===== config.mk =====
export PLATFORM = sky130hd
export DESIGN_NAME = fgrc_ctrl
export DESIGN_NICKNAME = d
export VERILOG_FILES = /design/src/sv/fgrc_pkg.sv /design/src/sv/fgrc_ctrl.sv
export SDC_FILE = /design/constraint.sdc
export NUM_CORES = 1
export LEC_CHECK = 0
export ABC_CLOCK_PERIOD_IN_PS = 1850
export BUFFER_PORTS_ARGS = -buffer_cell sky130_fd_sc_hd__buf_2
export CAP_MARGIN = 30
export CORE_UTILIZATION = 36
export DETAILED_ROUTE_END_ITERATION = 7
export SKIP_CTS_REPAIR_TIMING = 1
export SLEW_MARGIN = 20
export SYNTH_ARGS = -nofsm -noshare
export SYNTH_HDL_FRONTEND = slang
export SYNTH_SLANG_ARGS = --single-unit

===== constraint.sdc =====
create_clock -name aclk -period 1.85 [get_ports aclk]
set_clock_uncertainty 0.05 [all_clocks]
set_input_delay 0.4625 -clock aclk [delete_from_list [all_inputs] [get_ports aclk]]
set_output_delay 0.4625 -clock aclk [all_outputs]
set_load 0.03 [all_outputs]

===== src/sv/fgrc_pkg.sv =====
// ----------------------------------------------------------------------------
// fgrc_pkg
// shared types and codes for the functional graph reach counter
// ----------------------------------------------------------------------------
package fgrc_pkg;

    localparam int NODE_W  = 10;
    localparam int COUNT_W = 11;
    localparam int STAT_W  = 2;

    // command codes
    localparam logic CMD_LOAD = 1'b0;
    localparam logic CMD_READ = 1'b1;

    // result status codes
    localparam logic [STAT_W-1:0] ST_OK    = 2'd0;
    localparam logic [STAT_W-1:0] ST_RANGE = 2'd1;
    localparam logic [STAT_W-1:0] ST_BAD   = 2'd2;

    // visit marks
    localparam logic [1:0] MARK_NEW  = 2'd0;
    localparam logic [1:0] MARK_PATH = 2'd1;
    localparam logic [1:0] MARK_DONE = 2'd2;

    typedef struct packed {
        logic              command;
        logic [NODE_W-1:0] node_value;
        logic              last_edge;
    } in_item_t;

    typedef struct packed {
        logic [NODE_W-1:0]  read_index;
        logic [COUNT_W-1:0] visited_count;
        logic [STAT_W-1:0]  status;
    } out_item_t;

    typedef enum logic [4:0] {
        OP_NONE,
        OP_LOAD,
        OP_READ,
        OP_OUT,
        OP_SOLVE,
        OP_CLR,
        OP_SCAN_RD,
        OP_NEXT_I,
        OP_WALK_START,
        OP_WALK_RD,
        OP_PUSH,
        OP_CYC_START,
        OP_LEN_RD,
        OP_LEN_STEP,
        OP_ASG,
        OP_ASG_STEP,
        OP_ASG_END,
        OP_CNT_RD,
        OP_CNT_LATCH,
        OP_UNW_RD,
        OP_UNW_WR
    } dp_op_t;

    typedef struct packed {
        logic       bad_now;
        logic       clr_done;
        logic       i_at_n;
        logic [1:0] mark_rd;
        logic       w_eq_v;
        logic       succ_eq_v;
        logic       depth_zero;
        logic       out_free;
    } dp_stat_t;

endpackage


===== src/sv/fgrc_ctrl.sv =====
// ----------------------------------------------------------------------------
// fgrc_ctrl
// sequencer for loads, reads and the graph walk
// ----------------------------------------------------------------------------
module fgrc_ctrl (
    input  logic               aclk,
    input  logic               aresetn,
    input  logic               s_valid,
    output logic               s_ready,
    input  logic               command,
    input  logic               last_edge,
    input  fgrc_pkg::dp_stat_t stat,
    output fgrc_pkg::dp_op_t   op
);
    import fgrc_pkg::*;

    typedef enum logic [3:0] {
        S_IDLE,
        S_RD_WAIT,
        S_SOLVE,
        S_CLR,
        S_SCAN,
        S_SCAN_T,
        S_WALK_RD,
        S_WALK_T,
        S_LEN_CHK,
        S_LEN_W,
        S_ASG,
        S_ASG_W,
        S_CNT_W,
        S_UNW,
        S_UNW_W
    } state_t;

    state_t state_reg, state_next;

    always_comb begin
        state_next = state_reg;
        op         = OP_NONE;
        s_ready    = 1'b0;
        case (state_reg)
            S_IDLE: begin
                s_ready = 1'b1;
                if (s_valid) begin
                    if (command == CMD_READ) begin
                        op         = OP_READ;
                        state_next = S_RD_WAIT;
                    end else begin
                        op = OP_LOAD;
                        if (last_edge) begin
                            state_next = S_SOLVE;
                        end
                    end
                end
            end
            S_RD_WAIT: begin
                if (stat.out_free) begin
                    op         = OP_OUT;
                    state_next = S_IDLE;
                end
            end
            S_SOLVE: begin
                op         = OP_SOLVE;
                state_next = stat.bad_now ? S_IDLE : S_CLR;
            end
            S_CLR: begin
                op = OP_CLR;
                if (stat.clr_done) begin
                    state_next = S_SCAN;
                end
            end
            S_SCAN: begin
                if (stat.i_at_n) begin
                    state_next = S_IDLE;
                end else begin
                    op         = OP_SCAN_RD;
                    state_next = S_SCAN_T;
                end
            end
            S_SCAN_T: begin
                if (stat.mark_rd != MARK_NEW) begin
                    op         = OP_NEXT_I;
                    state_next = S_SCAN;
                end else begin
                    op         = OP_WALK_START;
                    state_next = S_WALK_RD;
                end
            end
            S_WALK_RD: begin
                op         = OP_WALK_RD;
                state_next = S_WALK_T;
            end
            S_WALK_T: begin
                if (stat.mark_rd == MARK_NEW) begin
                    op         = OP_PUSH;
                    state_next = S_WALK_RD;
                end else if (stat.mark_rd == MARK_PATH) begin
                    op         = OP_CYC_START;
                    state_next = S_LEN_CHK;
                end else begin
                    op         = OP_CNT_RD;
                    state_next = S_CNT_W;
                end
            end
            S_LEN_CHK: begin
                if (stat.w_eq_v) begin
                    state_next = S_ASG;
                end else begin
                    op         = OP_LEN_RD;
                    state_next = S_LEN_W;
                end
            end
            S_LEN_W: begin
                op         = OP_LEN_STEP;
                state_next = S_LEN_CHK;
            end
            S_ASG: begin
                op         = OP_ASG;
                state_next = S_ASG_W;
            end
            S_ASG_W: begin
                if (stat.succ_eq_v) begin
                    op         = OP_ASG_END;
                    state_next = S_UNW;
                end else begin
                    op         = OP_ASG_STEP;
                    state_next = S_ASG;
                end
            end
            S_CNT_W: begin
                op         = OP_CNT_LATCH;
                state_next = S_UNW;
            end
            S_UNW: begin
                if (stat.depth_zero) begin
                    op         = OP_NEXT_I;
                    state_next = S_SCAN;
                end else begin
                    op         = OP_UNW_RD;
                    state_next = S_UNW_W;
                end
            end
            S_UNW_W: begin
                op         = OP_UNW_WR;
                state_next = S_UNW;
            end
            default: begin
                state_next = S_IDLE;
            end
        endcase
    end

    always_ff @(posedge aclk) begin
        if (!aresetn) begin
            state_reg <= S_IDLE;
        end else begin
            state_reg <= state_next;
        end
    end

endmodule


==> results.tsv, run 1 <==
metric	value	unit
Critical Path Start Type	flip-flop	
Int Power	0.273	mW
Hold Vio Cnt, Final	0	
Synth Register Bits	4	
Die H	45.1	um
PnR worst setup slack	-0.139	ns
most frequent cells in the layout	buf_4, buf_2, nor2_1	
syn_nets	107	
reg2reg end	state_reg[2]	
global-route wire length before repair	3.68	mm
Pre-antenna DRT Iters	4	
drt via density	5.65	
# diodes	0	
LEAKAGE	0.443	nW
antenna-violating nets left	0	
GRT Util Overall	24.5	%
fraction of registers with async set/reset	0	%
DP Cell Count	155	
CTS root buf	clkbuf_4	
RSZ-0062 raised after global routing	true	
# nets final	152	
gpl congestion	0.935	
Hold Path Class	primary input to flip-flop	
predominant post-synthesis flop cell	dfxtp_1	
multi-input logic area	597	um2
Starting Density	38.8	%
register area	95.1	um2
fin crit share	108	%
Tot Pwr	0.429	mW
CP required	1.34	ns
Initial DRC Count	13	
crit-path max cell delay	0.36	ns
critical path's top delay family	flip-flops	
# rows	15	
min Tclk post-route	1.99	ns
syn_area_per_cell	7.20	um2
DR WL met3	83	um
R2R cell count	5	
sw frac	36.4	%
CP Cell Sequence	buf_4, or2_1, a32oi_2, o221ai_2, buf_6	
Ys Warns	0	
WS Path Type	flip-flop to primary output	
htree depth	1	
Worst Tran Pin Value	0.379	ns
reg2reg start	state_reg[2]	
combinational power share	53.1	%
EDFF count, synth	0	
final setup fails	5	
Layout area overhead	67.7	%
CTS tree	yes	
ranking of synthesized cells by area	dfxtp_1, nor2_1, a21oi_1, buf_4, nand2_1	
Met2 Wirelength	1.23	mm
DRC viols	0	
Clock Power Share	24.1	%
max_cap viols	0	
CORE AREA	1730	um2
Gate Count Post-Synth	93	
Ports	20	
sequential-to-total area share from yosys stat	12.0	%
Power per Cell Area	382	nW/um2
Buffers on Ports	19	
hold wc startpoint	stat[7]	
Die Wd	45.1	um
final WL	2.41	mm
cell taking the most area after synthesis	dfxtp_1	
status	finished, violations left	
DRT met1 WL	1.05	mm
share of layout cells above drive strength 1	53.7	%
failing checks	setup timing	
Highest Signal Layer	met4	
Worst Path Max Fanout	6	
clk buf depth	2	
Final Max Slew Viols	0	
largest net degree at the start of global routing	12	
crit path launch	state_reg[0]	
Flop pwr share	22.8	%
GRT Residual Overflow	0	
slowest library cell on the worst path	dfxtp_4	
Peak supply drop	0.364	mV
Inserted Clock Buffers	3	
crit path DAT	1.48	ns
buffers and inverters on the worst path	2	
initial antenna violation count	0	
Net Sw Power	0.156	mW
DR vias	910	
Hold Path Depth	2	
endpoint class of the critical path	primary output	
synthesized area	669	um2
area share of the largest cell type after synthesis	12.0	%
DR WL/cell	15.0	um
clock sinks	4	
Worst slew margin	74.5	%
f_max	0.503	GHz
fill count	168	
vias in the first global route	824	
Cell variety after synth	41	
Clock transition at path regs	0.03	ns
max reg flops	4	
Die Footprint	2040	um2
R2R Setup Slk	0.34	ns
Finished Layout Cells	161	
Hold Path Sink	state_reg[1]	
commonest non-fill, non-tap cell in the layout	buf_4	
later-pin clock latency in the skew report	0.23	ns
post-detail-place hpwl	1.81	mm
[worst max path at each step]
stage	endpoint	slack, ns	depth (start not counted)
finish	op[0]	-0.14	5
global route	op[1]	-0.20	5
CTS	op[2]	-0.34	6
detailed placement	op[0]	-0.1	6
global placement	op[2]	-0.1	6
floorplan	op[1]	0.007	3
[power by group through the flow]
| stage | sequential, mW | combinational (mW) | clock, mW |
|---|---|---|---|
| 2_1_floorplan | 0.0975 | 0.116 | 0 |
| 3_3_place_gp | 0.0998 | 0.189 | 0 |
| 3_5_place_dp | 0.100 | 0.191 | 0 |
| 4_1_cts | 0.0986 | 0.192 | 0.110 |
| 5_1_grt | 0.0982 | 0.244 | 0.116 |
| 6_report | 0.0978 | 0.228 | 0.103 |
[Yosys cell counts (all sizes together), types with 3 or more instances]
library cell,number
nor4,3
buf,8
o21ai,7
a21oi,6
o221ai,3
dfxtp,4
inv,4
nand3,5
nand2b,4
nor2,11
nand2,7
o22ai,3
[per-stage QoR]
step | area [um2] | worst slack [ns] | util, % | hold WS, ns | setup TNS (ns)
final | 1120 | -0.139 | 65.0 | 0.414 | -0.531
after global routing | 1120 | -0.200 | 65.0 | 0.432 | -0.944
after CTS | 983 | -0.343 | 57.0 | 0.418 | -1.43
after detailed placement | 961 | -0.0967 | 55.7 | 0.661 | -0.369
after global placement | 961 | -0.0988 | 55.7 | 0.650 | -0.308
after floorplan | 702 | 0.00703 | - | 0.530 | 0
[logic make-up (layout without fill, tap and decap cells)]
| kind of cell | after synthesis | count (layout) | synth area share (%) |
|---|---|---|---|
| AO/OA/AOI/OAI | 36 | 36 | 42.4 |
| buffers and inverters | 12 | 55 | 11.6 |
| flip-flops | 4 | 4 | 12.0 |
| AND/OR/NAND/NOR | 41 | 41 | 34.0 |
[cell type report]
| cell class | instances | share of cell area, % |
|---|---|---|
| Clock buffer | 3 | 2.01 |
| Tap cell | 25 | 2.79 |
| Timing Repair Buffer | 48 | 32.2 |
| Sequential cell | 4 | 8.47 |
| Multi-Input combinational cell | 77 | 53.2 |
| Inverter | 4 | 1.34 |
[metal layers]
layer | track usage (%) | vias up
met1 | 33.0 | 423
met3 | 3.60 | 6
li1 | - | 449
met4 | 4.24 | 0
met2 | 41.4 | 32
met5 | 0 | -
Note: power is estimated with default switching activity, not from simulation.
==> run 2, diff against run 1 <==
Settings changed: ABC_AREA set to 1.
==> run 2 against run 1 <==
The run still ends with setup timing left; routed wire length decreased by 28%; die area decreased by 12%; final cell count increased by 3.1%; critical path type unchanged.
==> results.tsv, run 2 <==
metric	value	unit	change
Tot Pwr	0.400	mW	-6.8%
Buffers on Ports	19		unchanged
Critical Path Start Type	flip-flop		
max reg flops	4		unchanged
Layout area overhead	59.4	%	
Pre-antenna DRT Iters	4		unchanged
Starting Density	38.6	%	-0.18 points
fraction of registers with async set/reset	0	%	unchanged
share of layout cells above drive strength 1	46.0	%	-7.7 points
Hold Path Class	primary input to flip-flop		
most frequent cells in the layout	nand2_1, inv_1, buf_4		
fin crit share	104	%	-3.9 points
DRC viols	0		unchanged
Final Max Slew Viols	0		unchanged
Gate Count Post-Synth	115		+24%
predominant post-synthesis flop cell	dfxtp_1		
sequential-to-total area share from yosys stat	13.6	%	+1.7 points
initial antenna violation count	0		unchanged
Worst Tran Pin Value	0.262	ns	-0.118 ns
htree depth	1		unchanged
RSZ-0062 raised after global routing	true		
Worst slew margin	82.4	%	+7.9 points
pre-CTS setup slack	-0.0886	ns	+0.00810 ns
vias in the first global route	718		-13%
Int Power	0.246	mW	-9.8%
synthesized area	588	um2	-12%
f_max	0.522	GHz	+3.8%
Cell variety after synth	20		-51%
CTS root buf	clkbuf_4		
WS Path Type	flip-flop to primary output		
Hold Vio Cnt, Final	0		unchanged
post-detail-place hpwl	1.43	mm	-21%
Finished Layout Cells	166		+3.1%
clk buf depth	2		unchanged
DP Cell Count	161		+3.9%
largest net degree at the start of global routing	8		-4
Worst Path Max Fanout	6		unchanged
syn_nets	129		+21%
min Tclk post-route	1.92	ns	-0.0720 ns
ranking of synthesized cells by area	nand2_1, dfxtp_1, inv_1, nor2_1, nand3_1		
CP most frequent cell	buf_6		
commonest non-fill, non-tap cell in the layout	nand2_1		
slowest library cell on the worst path	dfxtp_4		
sw frac	38.5	%	+2.1 points
endpoint class of the critical path	primary output		
clock sinks	4		unchanged
Ys Warns	0		unchanged
cell taking the most area after synthesis	nand2_1		
CP Cell Sequence	buf_6, nor2_4, nand3_2, and3_4, nand4_1, buf_6		
Die H	42.4	um	-6.0%
crit-path max cell delay	0.36	ns	about the same
drt via density	4.96		-12%
Flop pwr share	25.3	%	+2.5 points
EDFF count, synth	0		unchanged
final setup fails	5		unchanged
# rows	14		-1
CP required	1.34	ns	about the same
area share of the largest cell type after synthesis	23.6	%	+12 points
syn_area_per_cell	5.11	um2	-29%
Die Wd	42.4	um	-6.0%
GRT Util Overall	20.5	%	-4.0 points
max_cap viols	0		unchanged
Inserted Clock Buffers	3		unchanged
failing checks	setup timing		
synth cell count leaders	nand2_1, inv_1, nor2_1		
DR vias	823		-9.6%
# diodes	0		unchanged
gpl congestion	0.907		-3.0%
Die Footprint	1800	um2	-12%
GRT Residual Overflow	0		unchanged
DR WL/cell	10.5	um	-30%
PnR worst setup slack	-0.0670	ns	+0.0720 ns
final WL	1.74	mm	-28%
CTS tree	yes		
Peak supply drop	0.465	mV	+28%
Initial DRC Count	16		+3
Net Sw Power	0.154	mW	-1.5%
combinational power share	48.8	%	-4.3 points
CORE AREA	1520	um2	-12%
Clock Power Share	25.9	%	+1.8 points
status	finished, violations left		
Ports	20		unchanged
Synth Register Bits	4		unchanged
LEAKAGE	0.545	nW	+23%
crit path DAT	1.40	ns	-0.08 ns
final core utilization	61.5	%	-3.5 points
global-route wire length before repair	2.81	mm	-24%
antenna-violating nets left	0		unchanged
# nets final	166		+9.2%
top-count cell post-synth	nand2_1		
later-pin clock latency in the skew report	0.23	ns	about the same
setup_tns	-0.303	ns	+0.228 ns
Power per Cell Area	426	nW/um2	+12%
Clock transition at path regs	0.04	ns	about the same
run 2: cell types whose count changed in the layout (fill, tap and decap cells not counted), sizes merged, moves of 4 or more:
| cell | change |
|---|---|
| o21ai | -5 |
| buf | -16 |
| nor2 | +12 |
| nand2b | -4 |
| inv | +17 |
| nand2 | +31 |
run 2: layout make-up:
class                      instances  area, um2
timing repair buffer              32        216
multi-input combinational         90        507
fill                             161        587
clock buffer                       3       22.5
sequential                         4       92.6
inverter                          21       78.8
tap                               16       20.0
run 2: critical path, delay by kind of cell (launching register included):
kind                   cells  cell delay (ns)
buffers and inverters      2             0.26
flip-flops                 1             0.36
AND/OR/NAND/NOR            4             0.57
run 2: metal layers:
metal	up-vias	part of all wire (%)	track usage, %
li1	441	-	-
met4	0	2.0	11.9
met5	-	0	0
met3	6	4.7	3.88
met1	352	46	26.5
met2	24	47	31.4
run 2: worst paths after layout:
kind	startpoint	end	slack (ns)	depth (start not counted)
worst min register to register	state_reg[0]	state_reg[3]	0.61	3
worst max-delay path	state_reg[2]	op[2]	-0.07	6
worst max register to register	state_reg[0]	state_reg[1]	0.46	8
worst min-delay path	aresetn	state_reg[3]	0.42	3
run 2: power by group through the flow:
stage | clock network (mW) | logic, mW | registers (mW)
after global routing | 0.112 | 0.215 | 0.102
final | 0.104 | 0.195 | 0.101
after global placement | 0 | 0.175 | 0.101
after CTS | 0.109 | 0.176 | 0.0993
after detailed placement | 0 | 0.176 | 0.101
after floorplan | 0 | 0.103 | 0.100
run 2: through the flow:
stage | area, um2 | hold WS, ns
3_5_place_dp | 786 | 0.614
5_1_grt | 937 | 0.436
3_3_place_gp | 786 | 0.597
4_1_cts | 808 | 0.412
6_report | 937 | 0.423
2_1_floorplan | 588 | 0.527
run 2: cells by family after synthesis:
kind of cell | Yosys count | synth area share, %
AO/OA/AOI/OAI | 13 | 12.8
AND/OR/NAND/NOR | 77 | 60.2
flip-flops | 4 | 13.6
buffers and inverters | 21 | 13.4
